--- config.mk ---
export PLATFORM = sky130hd
export DESIGN_NAME = dedup_record_table_sorter
export DESIGN_NICKNAME = d
export VERILOG_FILES = /design/src/design/dedrec_pkg.sv /design/src/design/dedrec_mem.sv /design/src/design/dedrec_cmp.sv /design/src/design/dedrec_ctrl.sv /design/src/design/dedup_record_table_sorter.sv
export SDC_FILE = /design/constraint.sdc
export NUM_CORES = 2
export LEC_CHECK = 0
export BUFFER_PORTS_ARGS = -buffer_cell sky130_fd_sc_hd__buf_2
export CAP_MARGIN = 40
export CORE_MARGIN = 2
export CORE_UTILIZATION = 59
export DETAILED_ROUTE_END_ITERATION = 8
export GPL_TIMING_DRIVEN = 0
export PLACE_DENSITY_LB_ADDON = 0.08
export SYNTH_ARGS = -nofsm -noshare
export SYNTH_HDL_FRONTEND = slang
export SYNTH_SLANG_ARGS = --single-unit
--- constraint.sdc ---
create_clock -name clk -period 6.3 [get_ports clk]
set_input_delay 0.315 -clock clk [delete_from_list [all_inputs] [get_ports clk]]
set_output_delay 0.315 -clock clk [all_outputs]
set_load 0.02 [all_outputs]
--- src/design/dedrec_pkg.sv ---
// ----------------------------------------------------------------------------
// dedrec_pkg
// Shared types and constants for the deduplicating record table sorter.
// ----------------------------------------------------------------------------
package dedrec_pkg;

  localparam int CAPACITY = 32;
  localparam int ADDR_W   = (CAPACITY > 1) ? $clog2(CAPACITY) : 1;
  localparam int CNT_W    = $clog2(CAPACITY + 1);

  localparam logic OP_INSERT = 1'b0;
  localparam logic OP_DUMP   = 1'b1;

  typedef enum logic [2:0] {
    ST_INSERTED = 3'd0,
    ST_DUP      = 3'd1,
    ST_FULL     = 3'd2,
    ST_EMIT     = 3'd3,
    ST_EMPTY    = 3'd4
  } status_t;

  typedef struct packed {
    logic [15:0] id;
    logic [6:0]  first;
    logic [6:0]  second;
    logic        category;
  } rec_t;

  typedef struct packed {
    logic              wr_en;
    logic [ADDR_W-1:0] wr_addr;
    rec_t              wr_data;
    logic              rd_en;
    logic [ADDR_W-1:0] rd_addr;
  } mem_req_t;

  typedef enum logic [3:0] {
    S_IDLE,
    S_SCAN,
    S_INS_END,
    S_EMPTY,
    S_SORT_LOAD,
    S_SORT_CUR,
    S_SORT_CMP,
    S_SORT_PUT,
    S_EMIT_RD,
    S_EMIT_LD
  } state_t;

endpackage

--- src/design/dedrec_mem.sv ---
// ----------------------------------------------------------------------------
// dedrec_mem
// Record storage: one write port, one read port, registered read data.
// ----------------------------------------------------------------------------
module dedrec_mem (
  input  logic               clk,
  input  dedrec_pkg::mem_req_t req,
  output dedrec_pkg::rec_t   rd_data
);
  import dedrec_pkg::*;

  rec_t mem [CAPACITY];

  always_ff @(posedge clk) begin
    if (req.wr_en) begin
      mem[req.wr_addr] <= req.wr_data;
    end
    if (req.rd_en) begin
      rd_data <= mem[req.rd_addr];
    end
  end

endmodule

--- src/design/dedrec_cmp.sv ---
// ----------------------------------------------------------------------------
// dedrec_cmp
// Sort order compare: high when record a must come strictly before b.
// ----------------------------------------------------------------------------
module dedrec_cmp (
  input  logic             mode,
  input  dedrec_pkg::rec_t a,
  input  dedrec_pkg::rec_t b,
  output logic             ahead
);
  import dedrec_pkg::*;

  logic [7:0] total_a;
  logic [7:0] total_b;

  assign total_a = {1'b0, a.first} + {1'b0, a.second};
  assign total_b = {1'b0, b.first} + {1'b0, b.second};

  always_comb begin
    if (!mode) begin
      ahead = total_a > total_b;
    end else if (a.first != b.first) begin
      ahead = a.first > b.first;
    end else begin
      ahead = a.second > b.second;
    end
  end

endmodule

--- src/design/dedrec_ctrl.sv ---
// ----------------------------------------------------------------------------
// dedrec_ctrl
// Sequencer: duplicate scan and append, in-place insertion sort over the
// record memory, ordered readout into the output register.
// ----------------------------------------------------------------------------
module dedrec_ctrl (
  input  logic                 clk,
  input  logic                 rst,
  input  logic                 in_valid,
  output logic                 in_ready,
  input  logic                 operation,
  input  logic [15:0]          record_id,
  input  logic [6:0]           first_score,
  input  logic [6:0]           second_score,
  input  logic                 category,
  output logic                 out_valid,
  input  logic                 out_ready,
  output logic [2:0]           status,
  output logic [15:0]          out_id,
  output logic [6:0]           out_first,
  output logic [6:0]           out_second,
  output logic [7:0]           out_total,
  output logic                 out_category,
  output logic                 last,
  input  logic                 cfg_valid,
  output logic                 cfg_ready,
  input  logic                 sort_mode,
  output logic                 mode,
  output dedrec_pkg::rec_t     cur_rec,
  input  logic                 ahead,
  output dedrec_pkg::mem_req_t mem_req,
  input  dedrec_pkg::rec_t     rd_data
);
  import dedrec_pkg::*;

  state_t            state;
  state_t            state_next;
  state_t            sort_adv;
  rec_t              cur;
  logic [CNT_W-1:0]  count;
  logic [ADDR_W-1:0] ptr;
  logic [ADDR_W-1:0] j;
  logic              dup;

  logic              at_last;
  logic              match;
  logic              out_free;
  logic              full;
  logic              out_load;
  status_t           load_status;
  logic              load_emit;
  logic              load_last;

  assign at_last  = CNT_W'(ptr) == (count - CNT_W'(1));
  assign match    = rd_data.id == cur.id;
  assign out_free = !out_valid || out_ready;
  assign full     = count == CNT_W'(CAPACITY);
  assign sort_adv = at_last ? S_EMIT_RD : S_SORT_LOAD;
  assign cur_rec  = cur;
  // mode only changes between items
  assign cfg_ready = (state == S_IDLE) && !in_valid;

  always_comb begin
    state_next = state;
    case (state)
      S_IDLE: begin
        if (in_valid) begin
          if (operation == OP_INSERT) begin
            state_next = (count == '0) ? S_INS_END : S_SCAN;
          end else if (count == '0) begin
            state_next = S_EMPTY;
          end else if (count == CNT_W'(1)) begin
            state_next = S_EMIT_RD;
          end else begin
            state_next = S_SORT_LOAD;
          end
        end
      end
      S_SCAN:      if (at_last) state_next = S_INS_END;
      S_INS_END:   if (out_free) state_next = S_IDLE;
      S_EMPTY:     if (out_free) state_next = S_IDLE;
      S_SORT_LOAD: state_next = S_SORT_CUR;
      S_SORT_CUR:  state_next = S_SORT_CMP;
      S_SORT_CMP: begin
        if (!ahead) begin
          state_next = sort_adv;
        end else if (j == ADDR_W'(1)) begin
          state_next = S_SORT_PUT;
        end
      end
      S_SORT_PUT:  state_next = sort_adv;
      S_EMIT_RD:   state_next = S_EMIT_LD;
      S_EMIT_LD: begin
        if (out_free) begin
          state_next = at_last ? S_IDLE : S_EMIT_RD;
        end
      end
      default:     state_next = S_IDLE;
    endcase
  end

  always_comb begin
    in_ready        = 1'b0;
    mem_req.wr_en   = 1'b0;
    mem_req.wr_addr = j;
    mem_req.wr_data = cur;
    mem_req.rd_en   = 1'b0;
    mem_req.rd_addr = ptr;
    out_load        = 1'b0;
    load_status     = ST_INSERTED;
    load_emit       = 1'b0;
    load_last       = 1'b1;
    case (state)
      S_IDLE: begin
        in_ready        = 1'b1;
        mem_req.rd_en   = in_valid && (operation == OP_INSERT) && (count != '0);
        mem_req.rd_addr = '0;
      end
      S_SCAN: begin
        mem_req.rd_en   = !at_last;
        mem_req.rd_addr = ptr + ADDR_W'(1);
      end
      S_INS_END: begin
        out_load = out_free;
        if (dup) begin
          load_status = ST_DUP;
        end else if (full) begin
          load_status = ST_FULL;
        end else begin
          load_status     = ST_INSERTED;
          mem_req.wr_en   = out_free;
          mem_req.wr_addr = ADDR_W'(count);
        end
      end
      S_EMPTY: begin
        out_load    = out_free;
        load_status = ST_EMPTY;
      end
      S_SORT_LOAD: begin
        mem_req.rd_en = 1'b1;
      end
      S_SORT_CUR: begin
        mem_req.rd_en   = 1'b1;
        mem_req.rd_addr = ptr - ADDR_W'(1);
      end
      S_SORT_CMP: begin
        mem_req.wr_en = 1'b1;
        if (ahead) begin
          mem_req.wr_data = rd_data;
          mem_req.rd_en   = j != ADDR_W'(1);
          mem_req.rd_addr = j - ADDR_W'(2);
        end
      end
      S_SORT_PUT: begin
        mem_req.wr_en = 1'b1;
      end
      S_EMIT_RD: begin
        mem_req.rd_en = 1'b1;
      end
      S_EMIT_LD: begin
        out_load    = out_free;
        load_status = ST_EMIT;
        load_emit   = 1'b1;
        load_last   = at_last;
      end
      default: begin
        in_ready = 1'b0;
      end
    endcase
  end

  always_ff @(posedge clk) begin
    if (rst) begin
      state     <= S_IDLE;
      count     <= '0;
      mode      <= 1'b0;
      out_valid <= 1'b0;
    end else begin
      state <= state_next;
      if (cfg_valid && cfg_ready) begin
        mode <= sort_mode;
      end
      if (state == S_INS_END && out_free && !dup && !full) begin
        count <= count + CNT_W'(1);
      end
      if (out_load) begin
        out_valid <= 1'b1;
      end else if (out_ready) begin
        out_valid <= 1'b0;
      end
    end
  end

  always_ff @(posedge clk) begin
    case (state)
      S_IDLE: begin
        if (in_valid) begin
          cur.id       <= record_id;
          cur.first    <= first_score;
          cur.second   <= second_score;
          cur.category <= category;
          dup          <= 1'b0;
          ptr          <= (operation == OP_DUMP && count > CNT_W'(1)) ? ADDR_W'(1) : '0;
        end
      end
      S_SCAN: begin
        dup <= dup | match;
        ptr <= ptr + ADDR_W'(1);
      end
      S_SORT_CUR: begin
        cur <= rd_data;
        j   <= ptr;
      end
      S_SORT_CMP: begin
        if (ahead) begin
          j <= j - ADDR_W'(1);
        end else begin
          ptr <= at_last ? '0 : ptr + ADDR_W'(1);
        end
      end
      S_SORT_PUT: begin
        ptr <= at_last ? '0 : ptr + ADDR_W'(1);
      end
      S_EMIT_LD: begin
        if (out_free) begin
          ptr <= ptr + ADDR_W'(1);
        end
      end
      default: begin
        ptr <= ptr;
      end
    endcase
  end

  always_ff @(posedge clk) begin
    if (out_load) begin
      status <= load_status;
      last   <= load_last;
      if (load_emit) begin
        out_id       <= rd_data.id;
        out_first    <= rd_data.first;
        out_second   <= rd_data.second;
        out_total    <= {1'b0, rd_data.first} + {1'b0, rd_data.second};
        out_category <= rd_data.category;
      end else begin
        out_id       <= '0;
        out_first    <= '0;
        out_second   <= '0;
        out_total    <= '0;
        out_category <= 1'b0;
      end
    end
  end

endmodule

--- src/design/dedup_record_table_sorter.sv ---
// Insert: the stored ids are scanned for a duplicate, one stored id compared per cycle.
// Dump: insertion sort in the record memory, each record loaded, compared and
// shifted past the records it must precede, then the records are emitted in order.
// One item at a time; the output register lets the next item start early.
// Synchronous reset clears the record count, the registered sort mode and the output valid;
// the record memory is not cleared.
// ----------------------------------------------------------------------------
// dedup_record_table_sorter
// Deduplicating record table with a two-mode stable sorted dump.
// ----------------------------------------------------------------------------
module dedup_record_table_sorter (
  input  logic        clk,
  input  logic        rst,
  input  logic        in_valid,
  output logic        in_ready,
  input  logic        operation,
  input  logic [15:0] record_id,
  input  logic [6:0]  first_score,
  input  logic [6:0]  second_score,
  input  logic        category,
  output logic        out_valid,
  input  logic        out_ready,
  output logic [2:0]  status,
  output logic [15:0] out_id,
  output logic [6:0]  out_first,
  output logic [6:0]  out_second,
  output logic [7:0]  out_total,
  output logic        out_category,
  output logic        last,
  input  logic        cfg_valid,
  output logic        cfg_ready,
  input  logic        sort_mode
);
  import dedrec_pkg::*;

  mem_req_t mem_req;
  rec_t     rd_data;
  rec_t     cur_rec;
  logic     mode;
  logic     ahead;

  dedrec_mem u_mem (
    .clk     (clk),
    .req     (mem_req),
    .rd_data (rd_data)
  );

  dedrec_cmp u_cmp (
    .mode  (mode),
    .a     (cur_rec),
    .b     (rd_data),
    .ahead (ahead)
  );

  dedrec_ctrl u_ctrl (
    .clk          (clk),
    .rst          (rst),
    .in_valid     (in_valid),
    .in_ready     (in_ready),
    .operation    (operation),
    .record_id    (record_id),
    .first_score  (first_score),
    .second_score (second_score),
    .category     (category),
    .out_valid    (out_valid),
    .out_ready    (out_ready),
    .status       (status),
    .out_id       (out_id),
    .out_first    (out_first),
    .out_second   (out_second),
    .out_total    (out_total),
    .out_category (out_category),
    .last         (last),
    .cfg_valid    (cfg_valid),
    .cfg_ready    (cfg_ready),
    .sort_mode    (sort_mode),
    .mode         (mode),
    .cur_rec      (cur_rec),
    .ahead        (ahead),
    .mem_req      (mem_req),
    .rd_data      (rd_data)
  );

endmodule

== Word-level counts from Yosys, hierarchy flattened ==
Memories as Yosys holds them, arrays and structs flattened. A register that Yosys moved wholly into a read port is not among the register bits.
Index checks and enable logic that the tools add are counted.

* Flip-flop bits (word level): 97
* Latch bits: 0
* RAM bits: 992
* Bits in read-only memories: 0
* Bits of input ports: 38
* Output and inout port bits: 46
* Memories kept: 1

* Add/subtract/negate cells: 8
* $mul: 0
* Div/mod/pow operators: 0
* $lt $le $gt $ge: 4
* Eq/ne operators: 23
* Shifts and indexed selects: 0
* Mux-type cells: 45
* Bitwise gates (word level): 2
* Reduce and logical (&&, ||, !) cells: 31

{| class="wikitable"
|+ Memories
! name !! words !! bits a word !! rd ports !! clocked after memory_dff !! write ports !! RTL line !! RTL
|-
| u_mem.mem || 32 || 31 || 1 || 1 || 1 || dedrec_mem.sv:12 || <nowiki>rec_t mem [CAPACITY];</nowiki>
|}

{| class="wikitable"
|+ Operators by type and width
! cell !! number
|-
| 2-to-1 mux 31 bit || 2
|-
| case mux 31 bit (2 select lines) || 1
|-
| 2-to-1 mux 4 bit || 11
|-
| 2-to-1 mux 37 bit || 1
|-
| case mux 4 bit (9 select lines) || 1
|-
| 2-to-1 mux 5 bit || 6
|-
| case mux 5 bit (5 select lines) || 1
|-
| case mux 5 bit (4 select lines) || 1
|-
| adder 7 x 7 -> 8 bit || 2
|-
| == test 16 bit || 1
|-
| == test 4 x 3 -> 1 bit, second input constant || 4
|-
| > comparator 7 bit || 2
|-
| 2-to-1 mux 6 bit || 2
|-
| 2-to-1 mux 1 bit || 11
|-
| case mux 5 bit (2 select lines) || 1
|-
| subtractor 5 x 1 -> 5 bit, second input constant || 2
|-
| case mux 3 bit (3 select lines) || 1
|-
| == test 4 x 2 -> 1 bit, second input constant || 2
|-
| == test 4 bit, second input constant || 2
|-
| > comparator 8 bit || 1
|-
| logical AND 1 bit || 8
|-
| inequality test 2 x 1 -> 1 bit, second input constant || 4
|-
| nonzero test 2 bit || 4
|-
| inequality test 7 bit || 1
|-
| 29 further kinds || 41
|}

== Depth between registers and ports, before layout ==
* Depth after elaboration: 7
* Depth in mapped cells: 24
* Depth with buffers taken out: 21

== Hierarchy ==
Synthesis repeated with hierarchy kept, for this count alone.

* Cells, all modules: 2923
* Area, all modules: 46160.5 um2

{| class="wikitable"
|+ By module, submodules not included
! module !! times used !! cells an instance !! area an instance (um2)
|-
| dedrec_mem || 1 || 2192 || 39474.1
|-
| dedrec_ctrl || 1 || 594 || 5645.4
|-
| dedrec_cmp || 1 || 137 || 1041.0
|}

== Least setup slack after synthesis ==
No wires, ideal clock.

* Path kind: reg-to-reg
* Start: reg u_ctrl.cur, in the netlist u_ctrl.cur_rec[2]
* End: mem u_mem.mem[0][2] (netlist bit), data pin
* Setup time: 0.454 ns
* Arrival time: 4.477 ns
* Data required time: 5.846 ns
* Slack: 1.369 ns
* Cell stages (with the launch flop): 18
* Path buffers: 1
* Clock period less this slack: 4.931 ns
* Path through: edfxtp_1 ha_1 a21o_1 a21oi_1 o21bai_1 a21oi_1 nor2b_1 o21ai_0 nand2b_1 ha_1 nand4_1 a21o_1 a21boi_2 nor2_1 a31oi_1 nand2_1 clkbuf_1 o21ai_0

{| class="wikitable"
|+ RTL lines
! what !! RTL line !! RTL
|-
| from (decl) || dedrec_ctrl.sv:39 || <nowiki>rec_t cur;</nowiki>
|-
| from (signal assigned) || dedrec_ctrl.sv:211 || <nowiki>cur <= rd_data;</nowiki>
|-
| to (decl) || dedrec_mem.sv:12 ||
|}

== Worst setup path in the final report ==
* Start: reg u_mem.rd_data[1] (netlist name)
* End: reg u_mem.rd_data[5] (netlist name)

* Cells in the longest elaborated chain, start to end: 5
* Elaborated cells between the ends (all ways): 8
* Classes of those cells: add/sub (1); order compare (2); mux (5)

{| class="wikitable"
|+ RTL lines
! what !! RTL line !! RTL
|-
| adder 7 x 7 -> 8 bit or > comparator 7 bit (tied branches) || dedrec_cmp.sv:17, dedrec_cmp.sv:25 ||
|-
| > comparator 8 bit or 2-to-1 mux 1 bit (tied branches) || dedrec_cmp.sv:21, dedrec_cmp.sv:22 ||
|-
| 2-to-1 mux 1 bit * || dedrec_cmp.sv:20 || <nowiki>if (!mode) begin</nowiki>
|-
| 2-to-1 mux 37 bit * || dedrec_ctrl.sv:148 || <nowiki>if (ahead) begin</nowiki>
|-
| case mux 5 bit (4 select lines) or case mux 1 bit (4 select lines) (tied branches) || dedrec_ctrl.sv:113 || <nowiki>case (state)</nowiki>
|}

Mark *: on every way between the ends. The rest lies on a longest branch, timed or not.
A chain may end at the register's enable or synchronous reset.

==> results.yml <==
run_status:
  outcome: "finished, final reports clean"
grt:
  grt_pass1_vias: 27292
  antenna_found_initial: 2
  grt-ovfl-total: 0
  grt_max_degree: 33
  grt_use_total_pct: 30.2
  grt_pass1_wl_mm: 174
critical_path:
  r2r_end: "u_mem.rd_data[5]"
  rr_worst_depth: 24
  cp_max_fo: 10
  critical_path_class: "reg2reg"
  end_kind: "register"
  crit_end: "u_mem.rd_data[5]"
  cp-start-kind: "register"
  reg2reg_setup_slack_ps: 190
  reg2reg_from: "u_mem.rd_data[1]"
  cp.arrival_ps: 6450
  required_ps: 6640
  startpoint: "u_mem.rd_data[1]"
route:
  drt-initial-drc-count: 2993
  routed_wl_mm: 120
  wl_per_cell_um: 26.9
  vias: 27843
  route.detailed.drc: 0
  firstDrtPassIters: 5
  vias_per_cell: 6.22
  antenna_left: 0
clock_network:
  numClockSinks: 1120
  cts_tree: "built"
  clk_pin_slew_ps: 60
  cts_inserted_buffers: 110
  clkLatencyLatePin_ps: 680
  cts_root_buffer: "clkbuf_16"
  htreeDepth: 3
  clockBufferDepth: 3
synth:
  synth-xor-area-share_pct: 0.900
  synthCells: 3043
  synth-compound-area-share_pct: 7.39
  ys.warnings.count: 0
  syn-cell-area_um2: 45700
  async_reset_ff_share_pct: 0
  synth_cell_types: 68
  synthSimpleGateAreaFrac_pct: 7.59
  syn_avg_cell_area_um2: 15.0
  synth_top_family_by_area: "simple AND/OR/NAND/NOR gates"
  synthFlopType: "edfxtp_1"
  synthMuxAreaShare_pct: 7.34
  synth_edf_count: 1108
  syn_nets: 3131
  yosysSeqAreaShare_pct: 73.3
  yosys_register_bits: 1120
  synth_fa_ha_area_share_pct: 1.40
die:
  boundaryPins: 84
  die_h_um: 282
  start_util_pct: 59.3
  die_area_um2: 79800
  fp.dieW_um: 282
  rows: 102
  fp.coreArea_um2: 77100
power:
  switching_share_pct: 37.7
  pwr-share-clk_pct: 24.7
  seqPwrFrac_pct: 37.6
  combinationalPowerShare_pct: 37.7
  irDropWorstVdd_v: 0.000305
  power_density_nw_per_um2: 475
  fin_total_pwr_mw: 25.1
  p_sw_mw: 9.47
  p_leak_nw: 17.4
  p_int_mw: 15.7
timing:
  grt_setup_unrepaired: "no"
  fin_crit_sh_pct: 97.0
  tightest_slew_ps: 1300
  setup_violations: 0
  clock.fmax_ghz: 0.164
  finClkSkew_ps: 20.3
  final-hold-violation-count: 0
  setup_tns_ps: 0
  fin_crit_ps: 6110
  maxSlewViolCount: 0
  max-slew-margin-rel_pct: 12.2
final_layout:
  stdcell_area_um2: 52900
  fin_util_pct: 68.6
  antenna_cells: 0
  drive_above_1_share_pct: 14.3
  final_nets: 3431
  syn2layout_area_growth_pct: 15.6
  fillers: 5206
place:
  hpwl_mm: 83.3
  place.gp.congestion: 0.892
  place_area_um2: 48900
  port_buffers: 83
hold_path:
  holdCritPathClass: "in2reg"
run:
  cap_violations: 0
## critical path, stage by stage, from the launching register on
cell and delay, ps:
edfxtp_1 520, ha_1 240, inv_1 60, fa_1 390, inv_1 80, a21oi_1 70
o21bai_1 210, a21o_1 160, a21oi_1 80, xor2_1 170, ha_1 300, o21ai_0 80
nor2_1 290, nor2_1 150, a21boi_4 280, mux2i_1 210, o211a_1 180, buf_2 270
clkbuf_4 310, nor2_1 80, nand2_1 200, clkbuf_2 370, o22ai_1 160, nor4_2 550
o211ai_1 340
## layer usage
layer / GRT usage [%] / vias to the layer above / share of wire, %
met5: 0 / - / 0.011
met2: 50.4 / 1277 / 49
met1: 40.5 / 13966 / 39
met4: 11.0 / 2 / 3.8
met3: 4.62 / 227 / 8.1
li1: - / 12371 / -
## cell type report
type | count | area [um2] | share of cell area, %
buffer | 187 | 862 | 1.63
timing repair buffer | 187 | 1990 | 3.77
inverter | 34 | 128 | 0.241
multi-input combinational | 1703 | 11700 | 22.1
clock buffer | 133 | 2860 | 5.41
tap | 1040 | 1300 | 2.46
sequential | 1120 | 33500 | 63.4
clock inverter | 72 | 529 | 1.00
## Yosys cell counts, drive strengths merged (3+ instances only)
cell type     n  share of area (%)
a21o          6              0.098
xnor2        30               0.57
o21bai        6              0.098
nor4b         3              0.085
a221oi        4               0.11
nand2       489                4.0
clkbuf      101               0.83
dfxtp        12               0.53
or2           3              0.041
o22ai       123                1.7
nor2b         5              0.068
nor3         13               0.14
ha           48                1.3
nand2b        7              0.096
buf          86               0.99
or3           6              0.082
nor2         93               0.77
nor4         32               0.44
mux2         20               0.49
a31oi        35               0.48
nand4        13               0.18
a32oi        89                1.7
edfxtp     1108                 73
nand3        52               0.57
mux2i       313                6.9
and2         56               0.77
o31ai         5              0.082
inv          34               0.28
a21oi        36               0.39
xor2         17               0.33
a21boi        3              0.057
o211ai       66                1.1
a211oi       32               0.53
nand4b        3              0.057
a311oi        3              0.057
o21ai        50               0.55
a211o         3              0.057
nand3b        9               0.15
## cell usage in the layout (no fill, tap or decap), types with 18 or more instances in the layout
cell,count
nor4_1,18
inv_1,34
ha_1,48
edfxtp_1,1108
and2_1,54
xnor2_1,30
a32oi_1,88
nand2_1,488
a211oi_1,32
clkbuf_16,111
clkinv_1,31
clkbuf_1,106
nor2_4,32
mux2i_1,313
o21ai_0,38
buf_16,20
a21oi_1,35
dlygate4sd3_1,35
o22ai_1,122
nand3_1,52
mux2_2,20
a31oi_1,35
o211ai_1,65
buf_2,155
nor2_1,60
clkinv_2,21
## timing repair
item / CTS / global route
endpoints found under the hold margin: 33 / 0
gates cloned: 0 / 1
buffers inserted: 0 / 1
resized for setup: 18 / 34
hold buffers: 35 / 0
pin swaps: 0 / 1
endpoints found under the setup margin: 23 / 29
## through the flow
| step | hold WS [ps] | cells | worst slack (ps) |
|---|---|---|---|
| finish | 71.1 | 4476 | 190 |
| global route | 72.4 | 4476 | 7.18 |
| CTS | 43.2 | 4472 | 3.65 |
| detailed placement | 511 | 4232 | -375 |
| global placement | 508 | 4166 | -1920 |
| floorplan | 384 | 3043 | 1370 |
## logic make-up after synthesis
group                      count (synthesis)
AOI/OAI and AO/OA                        481
xor gates and xnor gates                  47
adders and majority gates                 50
buffers and inverters                    221
DFF                                     1120
muxes                                    333
and+or+nand+nor                          791
## power groups by stage
stage / clock [mW] / sequential (mW) / combinational, mW
detailed placement: 0 / 9.61 / 9.07
finish: 6.19 / 9.45 / 9.48
global route: 6.54 / 9.48 / 9.99
floorplan: 0 / 9.64 / 5.31
global placement: 0 / 9.67 / 8.58
CTS: 6.24 / 9.45 / 9.20
## state kept, by name (all words and copies together) (netlist names), 3 cells and up
signal / flops
u_mem.mem: 992
u_ctrl.out_id: 16
u_ctrl.state: 4
u_ctrl.out_total: 8
u_ctrl.out_second: 7
u_ctrl.ptr: 5
u_ctrl.status: 3
u_mem.rd_data: 31
u_ctrl.cur_rec: 31
u_ctrl.out_first: 7
u_ctrl.j: 5
u_ctrl.count: 6
## how the worst min path moves through the flow
stage	start	endpoint	slack [ps]	cells after the start
floorplan	rst	u_ctrl.mode	380	1
global placement	rst	u_ctrl.out_valid	510	2
detailed placement	rst	u_ctrl.out_valid	510	2
CTS	in_valid	u_ctrl.dup	40	3
global route	in_valid	u_ctrl.dup	70	3
finish	in_valid	u_ctrl.dup	70	3
No activity file was read; power rests on OpenSTA's default activity.
